## src/design/svs_pkg.sv

```systemverilog
`default_nettype none

package svs_pkg;

    // Width of one value word.
    localparam int VALUE_W = 64;

    // Default capacity of the sorting chain.
    localparam int MAX_ITEMS_DEF = 32;

    // One slot of the chain: a value and a flag that says it is occupied.
    typedef struct packed {
        logic                      vld;
        logic signed [VALUE_W-1:0] val;
    } svs_link_t;

    typedef enum logic [1:0] {
        ST_LOAD,
        ST_SETTLE,
        ST_DRAIN
    } svs_state_t;

endpackage

`default_nettype wire

```

## src/design/svs_cell.sv

```systemverilog
`default_nettype none

// One insertion cell. In load mode it keeps the smaller of its held value and
// the arriving value and hands the larger one to the right. In shift mode it
// takes over the held value of its right neighbor.
module svs_cell
    import svs_pkg::*;
(
    input  wire logic      clk,
    input  wire logic      rst_n,
    input  wire logic      shift,
    input  wire svs_link_t in_link,
    input  wire svs_link_t nb_held,
    output svs_link_t      held,
    output svs_link_t      pass
);

    logic                      held_vld_reg;
    logic                      held_vld_next;
    logic signed [VALUE_W-1:0] held_val_reg;
    logic signed [VALUE_W-1:0] held_val_next;
    logic                      pass_vld_reg;
    logic                      pass_vld_next;
    logic signed [VALUE_W-1:0] pass_val_reg;
    logic signed [VALUE_W-1:0] pass_val_next;

    always_comb
    begin
        held_vld_next = held_vld_reg;
        held_val_next = held_val_reg;
        pass_vld_next = 1'b0;
        pass_val_next = in_link.val;
        if (shift)
        begin
            held_vld_next = nb_held.vld;
            held_val_next = nb_held.val;
        end
        else if (in_link.vld)
        begin
            if (!held_vld_reg)
            begin
                held_vld_next = 1'b1;
                held_val_next = in_link.val;
            end
            else if (in_link.val < held_val_reg)
            begin
                held_val_next = in_link.val;
                pass_vld_next = 1'b1;
                pass_val_next = held_val_reg;
            end
            else
            begin
                pass_vld_next = 1'b1;
            end
        end
    end

    always_ff @(posedge clk or negedge rst_n)
    begin
        if (!rst_n)
        begin
            held_vld_reg <= 1'b0;
            pass_vld_reg <= 1'b0;
        end
        else
        begin
            held_vld_reg <= held_vld_next;
            pass_vld_reg <= pass_vld_next;
        end
    end

    always_ff @(posedge clk)
    begin
        held_val_reg <= held_val_next;
        pass_val_reg <= pass_val_next;
    end

    assign held.vld = held_vld_reg;
    assign held.val = held_val_reg;
    assign pass.vld = pass_vld_reg;
    assign pass.val = pass_val_reg;

endmodule

`default_nettype wire

```

## config.mk

```make
export PLATFORM = sky130hd
export DESIGN_NAME = svs_cell
export DESIGN_NICKNAME = d
export VERILOG_FILES = /design/src/design/svs_pkg.sv /design/src/design/svs_cell.sv
export SDC_FILE = /design/constraint.sdc
export NUM_CORES = 1
export LEC_CHECK = 0
export BUFFER_PORTS_ARGS = -buffer_cell sky130_fd_sc_hd__buf_2
export CORE_ASPECT_RATIO = 1.4
export CORE_MARGIN = 2
export CORE_UTILIZATION = 50
export DETAILED_ROUTE_END_ITERATION = 10
export PLACE_DENSITY = 0.86
export SLEW_MARGIN = 0
export SYNTH_ARGS = -nofsm -noshare
export SYNTH_HDL_FRONTEND = slang
export SYNTH_SLANG_ARGS = --single-unit
```

## constraint.sdc

```tcl
create_clock -name clk -period 6.5 [get_ports clk]
set_input_delay 0.65 -clock clk [delete_from_list [all_inputs] [get_ports clk]]
set_output_delay 0.65 -clock clk [all_outputs]
set_load 0.01 [all_outputs]
```

== Word level (Yosys, flattened, before mapping) ==
Cells that the tools add are included.
Word-level totals
  flip-flop bits (word level): 130
  output and inout bits: 130
  word-level logic and storage cells: 21
Cells by class
  $lt $le $gt $ge: 1
  eq/ne operators: 1
  mux-type cells: 13
  reductions and logical operators: 2
Operators by type and width (number)
  $mux W64: 8
  $lt A64 B64 Y1: 1
  $mux W1: 5
  $ne A3 B2 Y1 const B: 1
  $reduce_and A2 Y1: 1
  $reduce_bool A2 Y1: 1

== Depth between registers and ports, before layout ==
Gate-level depths: netlist (run 1).
  word-level depth: 5
  gate-level depth with buffers: 12

== Worst setup path after synthesis (run 1) ==
OpenSTA, ideal clock, no wires.
  kind: input port to flip-flop
  from: in in_link[63] (netlist bit)
  to: reg held_val_reg[0], enable pin
  setup time: 421 ps
  arrival: 3413 ps
  path slack: 2667 ps
  cell stages on the path: 9
  path buffers: 0
  cell sequence: ha_1 > nand4_2 > nor4_4 > nand2_1 > o22ai_1 > a41oi_1 > a21o_1 > nand3_1 > a21o_1
On the way
  cells in the longest elaborated chain, start to end: 3
RTL lines
  start: declaration: line svs_cell.sv:12  | input wire svs_link_t in_link,
  $lt A64 B64 Y1: line svs_cell.sv:45  | else if (in_link.val < held_val_reg)
  $ne A3 B2 Y1 (no source line)
  $reduce_and A2 Y1 (no source line)
  end signal: assignment: line svs_cell.sv:74  | held_val_reg <= held_val_next;
  end: declaration: line svs_cell.sv:20  | logic signed [VALUE_W-1:0] held_val_reg;
No other way between the ends.
A chain may end at the register's enable or synchronous reset.

== Worst setup path in the final report (run 1) ==
  from: reg held_val_reg[46]
  to: reg pass_val_reg[32]
On the way
  cells in the longest elaborated chain, start to end: 5
RTL lines
  $lt A64 B64 Y1: line svs_cell.sv:45
  $mux W64: line svs_cell.sv:45
  $mux W64: line svs_cell.sv:40  | if (!held_vld_reg)
  $mux W64: line svs_cell.sv:38  | else if (in_link.vld)
  $mux W64: line svs_cell.sv:33  | if (shift)
  named net pass_val_next[32]: line svs_cell.sv:25  | logic signed [VALUE_W-1:0] pass_val_next;
  end signal: assignment: line svs_cell.sv:75  | pass_val_reg <= pass_val_next;
  end: declaration: line svs_cell.sv:24  | logic signed [VALUE_W-1:0] pass_val_reg;
The timed path passes the listed nets, and every way through them passes these cells.

==> results of run 1 <==
[layout make-up]
| class | count | area, um^2 |
|---|---|---|
| repair buffers | 267 | 1350 |
| clock buffers | 20 | 478 |
| clock inverters | 12 | 119 |
| inverters | 69 | 259 |
| flip-flops and latches | 130 | 3250 |
| well taps | 182 | 228 |
| fillers | 1022 | 4500 |
| multi-input cells | 299 | 3080 |
[metal layers]
metal / vias to the layer above / GRT usage (%)
met5: - / 0
met3: 32 / 5.57
met2: 200 / 41.3
met4: 0 / 8.49
li1: 2396 / -
met1: 2388 / 22.7
[worst paths after layout]
check                                       from               end  slack, ns  cells after the start
max in group asynchronous                  rst_n      pass_vld_reg       5.83                      2
worst max register to register  held_val_reg[46]  pass_val_reg[32]       2.60                     11
worst min register to register  held_val_reg[63]  pass_val_reg[63]       0.53                      1
worst min-delay path                       shift      pass_vld_reg       0.42                      2
min in group asynchronous                  rst_n      held_vld_reg       0.58                      2
worst max-delay path            held_val_reg[46]  pass_val_reg[32]       2.60                     11
[cell families (layout without fill, tap and decap cells)]
logic type / Yosys count / in the layout / synth area share (%)
fa+ha+maj: 63 / 63 / 11.7
buf+inv: 86 / 368 / 6.44
compound gates: 54 / 54 / 4.76
flops: 130 / 130 / 48.1
mux: 128 / 128 / 24.7
simple gates: 54 / 54 / 4.31
[synthesized netlist by cell type (8+ instances only)]
| cell type | count | share of area, % |
|---|---|---|
| mux2_4 | 60 | 13 |
| a21oi_1 | 26 | 1.9 |
| nand3_1 | 8 | 0.59 |
| o21ai_0 | 12 | 0.89 |
| mux2_2 | 68 | 11 |
| inv_1 | 69 | 3.8 |
| edfxtp_1 | 64 | 28 |
| ha_1 | 63 | 12 |
| dfxtp_1 | 64 | 19 |
| nand4_1 | 10 | 0.93 |
| nand2_1 | 21 | 1.2 |
[stage by stage]
| step | hold WS [ns] | instance area (um^2) | utilization, % |
|---|---|---|---|
| after detailed placement | 0.438 | 8160 | 61.5 |
| after floorplan | 0.354 | 6760 | - |
| after global routing | 0.414 | 8760 | 66.1 |
| after CTS | 0.00351 | 8750 | 66.0 |
| final | 0.416 | 8760 | 66.1 |
| after global placement | 0.435 | 8160 | 61.5 |
[report_power, final]
part           switching [mW]  leakage, nW  internal [mW]  total, mW
clock                   0.371        0.285          0.575      0.946
sequential             0.0427         1.21          0.951      0.994
combinational           0.226         2.81          0.217      0.443
==> Flow_metrics.wiki, run 1 <==
{| class="wikitable"
! Metric !! Value
|-
| Routed vias/inst || 5.12
|-
| Overall power consumption || 2.38 mW
|-
| Final critical-path share of the clock period || 60.0%
|-
| Metal2 WL || 8.69 mm
|-
| Ordered cell list for the critical path || inv_1 -> ha_1 -> nand4_1 -> nor4_2 -> nand2_1 -> o22ai_1 -> a41oi_1 -> a21o_1 -> a21boi_4 -> buf_4 -> mux2_4
|-
| Sort of element at the end of the critical path || flop
|-
| Fin worst setup slack || 2.60 ns
|-
| Worst setup path class || flop to flop
|-
| Post-placement setup slack || 2.19 ns
|-
| CTS max path bufs || 2
|-
| Cell at the root of the clock tree || clkbuf_16
|-
| Core ar. || 13,300 um^2
|-
| Antenna violations before repair || 0
|-
| Kind of cell with the highest combined delay on the critical path || compound AO/OA/AOI/OAI gates
|-
| Slowest cell on the critical path || a21boi_4
|-
| Mapped Cells || 515
|-
| Clock-pin slew of the registers on the worst-case setup and hold paths || 0.06 ns
|-
| Placed cells || 946
|-
| Via count of the first global-routing pass || 5,139
|-
| Mean Syn Cell Area || 13.1 um^2
|-
| Ys Warns || 0
|-
| Async set or reset register ratio after synthesis || 1.54%
|-
| Post-synthesis to final-layout area growth || 29.7%
|-
| TritonCTS buffer count || 17
|-
| Max-cap violation count || 0
|-
| Drt pass-1 iters || 4
|-
| Final-layout setup total negative slack || 0 ns
|-
| Netlist area before placement || 6760 um^2
|-
| Number of slew-limit violations in the final report || 0
|-
| Post-Route M1 WL || 5.92 mm
|-
| Crit start category || flop
|-
| Fin. Hold Viols || 0
|-
| Most common cell after layout, fill and taps aside || buf_2
|-
| Cts repair resizes || 0
|-
| Critical-path maximum fanout || 24
|-
| Initial DRC count || 102
|-
| RSZ-0062 raised after global routing || false
|-
| Net count reported at finish || 980
|-
| Clock tree from TritonCTS || yes
|-
| Most frequent cells in the layout || buf_2, inv_1, mux2_2
|-
| DIE AREA || 14,500 um^2
|-
| Normalized max-slew margin || 36.7%
|-
| Highest cell delay on the worst timing path || 0.75 ns
|-
| Non-filler instance count after layout || 979
|-
| Number of remaining DRC errors || 0
|-
| Distinct cells, synth || 34
|-
| WP buf/inv || 2
|-
| Synth Flop Type || edfxtp_1
|-
| Final setup violating endpoints || 0
|-
| Aggregate global-route resource usage || 22.0%
|-
| Sequential area share after synthesis || 48.1%
|-
| Top routing layer in use || met4
|-
| Post-CTS Setup Inserts || 0
|-
| Required time of the worst setup path || 6.79 ns
|-
| Result of the run || finished, final reports clean
|-
| Path type of the worst min-delay path || input port to flop
|-
| Wire length of the first global-routing pass || 24.4 mm
|-
| Overall die width || 102 um
|-
| Number of core rows || 50
|-
| Net count after synthesis || 711
|-
| Vias || 5,016
|-
| Worst clock skew on the final layout || 0.0140 ns
|-
| Critical Path AT || 4.19 ns
|-
| Final WL || 16.0 mm
|-
| Synth Register Bits || 130
|-
| Hpwl dp || 12.2 mm
|-
| Number of sinks driven by the clock tree || 130
|-
| Transition time of the tightest slew-check pin || 0.950 ns
|-
| H-tree depth reported by CTS || 4
|-
| Largest net degree at the start of global routing || 68
|-
| Hold buffer count at cts || 0
|-
| Gr ovfl total || 0
|-
| Number of buffers added on ports || 262
|-
| Number of enable flip-flop cells after synthesis || 64
|-
| Total power divided by cell area || 272 nW/um^2
|-
| Share of final-layout standard cells stronger than drive strength 1 || 54.1%
|-
| # IOs || 263
|-
| Worst-case vdd ir drop || 162 uV
|-
| Global placer's final weighted congestion || 0.796
|-
| Achievable Freq || 256 MHz
|-
| Die extent in y || 142 um
|-
| Met3 WL post-DR || 993 um
|-
| Starting Density || 50.9%
|-
| Clock latency reported for the late side of the worst-skew pair || 0.41 ns
|-
| Post-DR wirelength/cell || 16.3 um
|-
| Post-detailed-route count of antenna-violating nets || 0
|-
| Final critical path time including I/O delays and setup || 3.90 ns
|-
| Number of diodes || 0
|-
| Leakage || 4.30 nW
|}
Power figures use the tool's default switching activity.
==> run 2, diff against run 1 <==
--- a/config.mk
+++ b/config.mk
@@ -8,9 +8,9 @@
 export BUFFER_PORTS_ARGS = -buffer_cell sky130_fd_sc_hd__buf_2
 export CORE_ASPECT_RATIO = 1.4
 export CORE_MARGIN = 2
-export CORE_UTILIZATION = 50
+export CORE_UTILIZATION = 49
 export DETAILED_ROUTE_END_ITERATION = 10
-export PLACE_DENSITY = 0.86
+export PLACE_DENSITY = 0.84
 export SLEW_MARGIN = 0
 export SYNTH_ARGS = -nofsm -noshare
 export SYNTH_HDL_FRONTEND = slang
==> constraint.sdc (replaced) <==
create_clock -name clk -period 3.9 [get_ports clk]
set_input_delay 0.39 -clock clk [delete_from_list [all_inputs] [get_ports clk]]
set_output_delay 0.39 -clock clk [all_outputs]
set_load 0.01 [all_outputs]
==> run 2 against run 1 <==
Final area rose by 0.86%. Combinational power rose by 69%. Wire length is 0.50% lower. Clock power is 79% higher. Hold slack got worse by 0.22 ns. Critical path type unchanged. Highest routed layer unchanged.
==> Flow_metrics.wiki, run 2 (synthesized netlist as in run 1, its figures left out) <==
{| class="wikitable"
! Metric !! Value
|-
| Number of slew-limit violations in the final report || 0
|-
| Final critical-path share of the clock period || 79.1%
|-
| Number of core rows || 50
|-
| Net switching power figure || 1.06 mW
|-
| Core ar. || 13,500 um^2
|-
| Instance area after placement || 8200 um^2
|-
| Result of the run || finished, final reports clean
|-
| Post-DR wirelength/cell || 16.2 um
|-
| Min-Delay Startpoint || nb_held[64]
|-
| Global placer's final weighted congestion || 0.769
|-
| Net count reported at finish || 981
|-
| Overall die width || 103 um
|-
| CTS max path bufs || 2
|-
| Clock-pin slew of the registers on the worst-case setup and hold paths || 0.06 ns
|-
| Total power divided by cell area || 463 nW/um^2
|-
| Drt pass-1 iters || 6
|-
| Met3 WL post-DR || 910 um
|-
| Leakage || 4.33 nW
|-
| Internal power contribution || 3.04 mW
|-
| Transition time of the tightest slew-check pin || 1.00 ns
|-
| Starting Density || 50.2%
|-
| Clock tree from TritonCTS || yes
|-
| Final setup violating endpoints || 0
|-
| Worst setup path class || flop to flop
|-
| Post-synthesis to final-layout area growth || 30.8%
|-
| Final WL || 15.9 mm
|-
| Number of buffers added on ports || 262
|-
| FF-to-FF Start || held_val_reg[13]
|-
| Via count of the first global-routing pass || 5,073
|-
| Die extent in y || 143 um
|-
| Critical Path AT || 3.38 ns
|-
| Hpwl dp || 12.1 mm
|-
| Number of sinks driven by the clock tree || 130
|-
| Critical Path Start || held_val_reg[13]
|-
| Gr ovfl total || 0
|-
| Normalized max-slew margin || 33.3%
|-
| Fill cells || 1,014
|-
| Antenna violations before repair || 0
|-
| RSZ-0062 raised after global routing || false
|-
| Most common cell after layout, fill and taps aside || buf_2
|-
| Largest net degree at the start of global routing || 46
|-
| Post-placement setup slack || 0.655 ns
|-
| Critical-path maximum fanout || 36
|-
| Worst setup path end || pass_val_reg[42]
|-
| Share of power burned in combinational logic || 18.2%
|-
| Top routing layer in use || met4
|-
| Clock latency reported for the late side of the worst-skew pair || 0.41 ns
|-
| Summed area of non-filler cells in the final layout || 8840 um^2
|-
| Worst-case vdd ir drop || 251 uV
|-
| Number of diodes || 0
|-
| Share of final-layout standard cells stronger than drive strength 1 || 54.0%
|-
| Post-detailed-route count of antenna-violating nets || 0
|-
| Sequential share of power || 40.4%
|-
| Combined area of the multi-input logic cells || 3080 um^2
|-
| # IOs || 263
|-
| DIE AREA || 14,800 um^2
|-
| Fin worst setup slack || 0.817 ns
|-
| Metal2 WL || 8.58 mm
|-
| H-tree depth reported by CTS || 4
|-
| Path type of the worst min-delay path || input port to flop
|-
| Sequential cell area in the final layout || 3250 um^2
|-
| Sort of element at the end of the critical path || flop
|-
| Most frequent cells in the layout || buf_2, inv_1, mux2_2
|-
| Worst hold slack || 0.200 ns
|-
| Destination of the worst register-to-register timing path || pass_val_reg[42]
|-
| Achievable Freq || 324 MHz
|-
| Fin. Hold Viols || 0
|-
| Number of remaining DRC errors || 0
|-
| Initial DRC count || 149
|-
| Register-to-register path setup slack || 0.82 ns
|-
| Crit start category || flop
|-
| Required time of the worst setup path || 4.19 ns
|-
| Power share of the clock group || 41.4%
|-
| Post-Route M1 WL || 6.18 mm
|-
| Final-layout setup total negative slack || 0 ns
|-
| Cell at the root of the clock tree || clkbuf_16
|-
| Wire length of the first global-routing pass || 24.0 mm
|-
| Aggregate global-route resource usage || 21.1%
|-
| Share of total power consumed by net switching || 25.8%
|-
| Routed vias/inst || 5.07
|-
| TritonCTS buffer count || 17
|-
| Vias || 4,969
|-
| Post-CTS Setup Inserts || 0
|-
| Worst Reg2Reg Path Length in Cells || 11
|-
| Max-cap violation count || 0
|-
| Worst clock skew on the final layout || 0.00879 ns
|-
| Final critical path time including I/O delays and setup || 3.08 ns
|}
-- run 2: power groups by stage --
stage | Clock [mW] | Combinational (mW) | Sequential (mW)
floorplan | 0 | 0.385 | 1.74
global placement | 0 | 0.724 | 1.68
detailed placement | 0 | 0.747 | 1.68
CTS | 1.72 | 0.755 | 1.66
global route | 1.78 | 0.826 | 1.67
finish | 1.69 | 0.747 | 1.65
-- run 2: critical path: stages, from the launching register on --
cell,delay (ns)
edfxtp_1,0.44
inv_1,0.10
ha_1,0.24
a211oi_1,0.23
o21bai_1,0.12
a211oi_1,0.20
o21ai_0,0.18
a41oi_1,0.32
nand3_1,0.19
a21boi_4,0.25
buf_12,0.29
mux2_4,0.34
-- run 2: worst min-delay path by stage --
| stage | slack, ns | depth (start not counted) | end |
|---|---|---|---|
| 4_1_cts | 0.18 | 3 | held_vld_reg |
| 3_3_place_gp | 0.18 | 1 | held_vld_reg |
| 2_1_floorplan | 0.09 | 0 | held_vld_reg |
| 3_5_place_dp | 0.18 | 1 | held_vld_reg |
| 6_report | 0.20 | 3 | held_vld_reg |
| 5_1_grt | 0.21 | 3 | held_vld_reg |
-- run 2: area by class of cell --
cell class              instances  share of cell area [%]
inverters                      69                    2.93
well taps                     182                    2.58
multi-input cells             299                    34.8
flip-flops and latches        130                    36.8
repair buffers                268                    15.8
clock buffers                  19                    5.01
clock inverters                13                    2.08
-- run 2: what timing repair did --
action,4_1_cts,5_1_grt
setup endpoints to repair,0,0
resized for setup,0,0
hold buffers,1,0
endpoints found under the hold margin,2,0
-- run 2: per-layer routing --
metal / track usage (%) / vias up
met1: 23.1 / 2373
li1: - / 2395
met4: 6.37 / 0
met2: 39.4 / 184
met5: 0 / -
met3: 4.85 / 17
-- run 2: metrics by stage --
stage | total power, mW | util (%) | std cells
3_3_place_gp | 2.40 | 61.0 | 947
5_1_grt | 4.27 | 65.7 | 980
6_report | 4.10 | 65.7 | 980
3_5_place_dp | 2.43 | 61.0 | 947
2_1_floorplan | 2.12 | - | 515
4_1_cts | 4.13 | 65.7 | 980
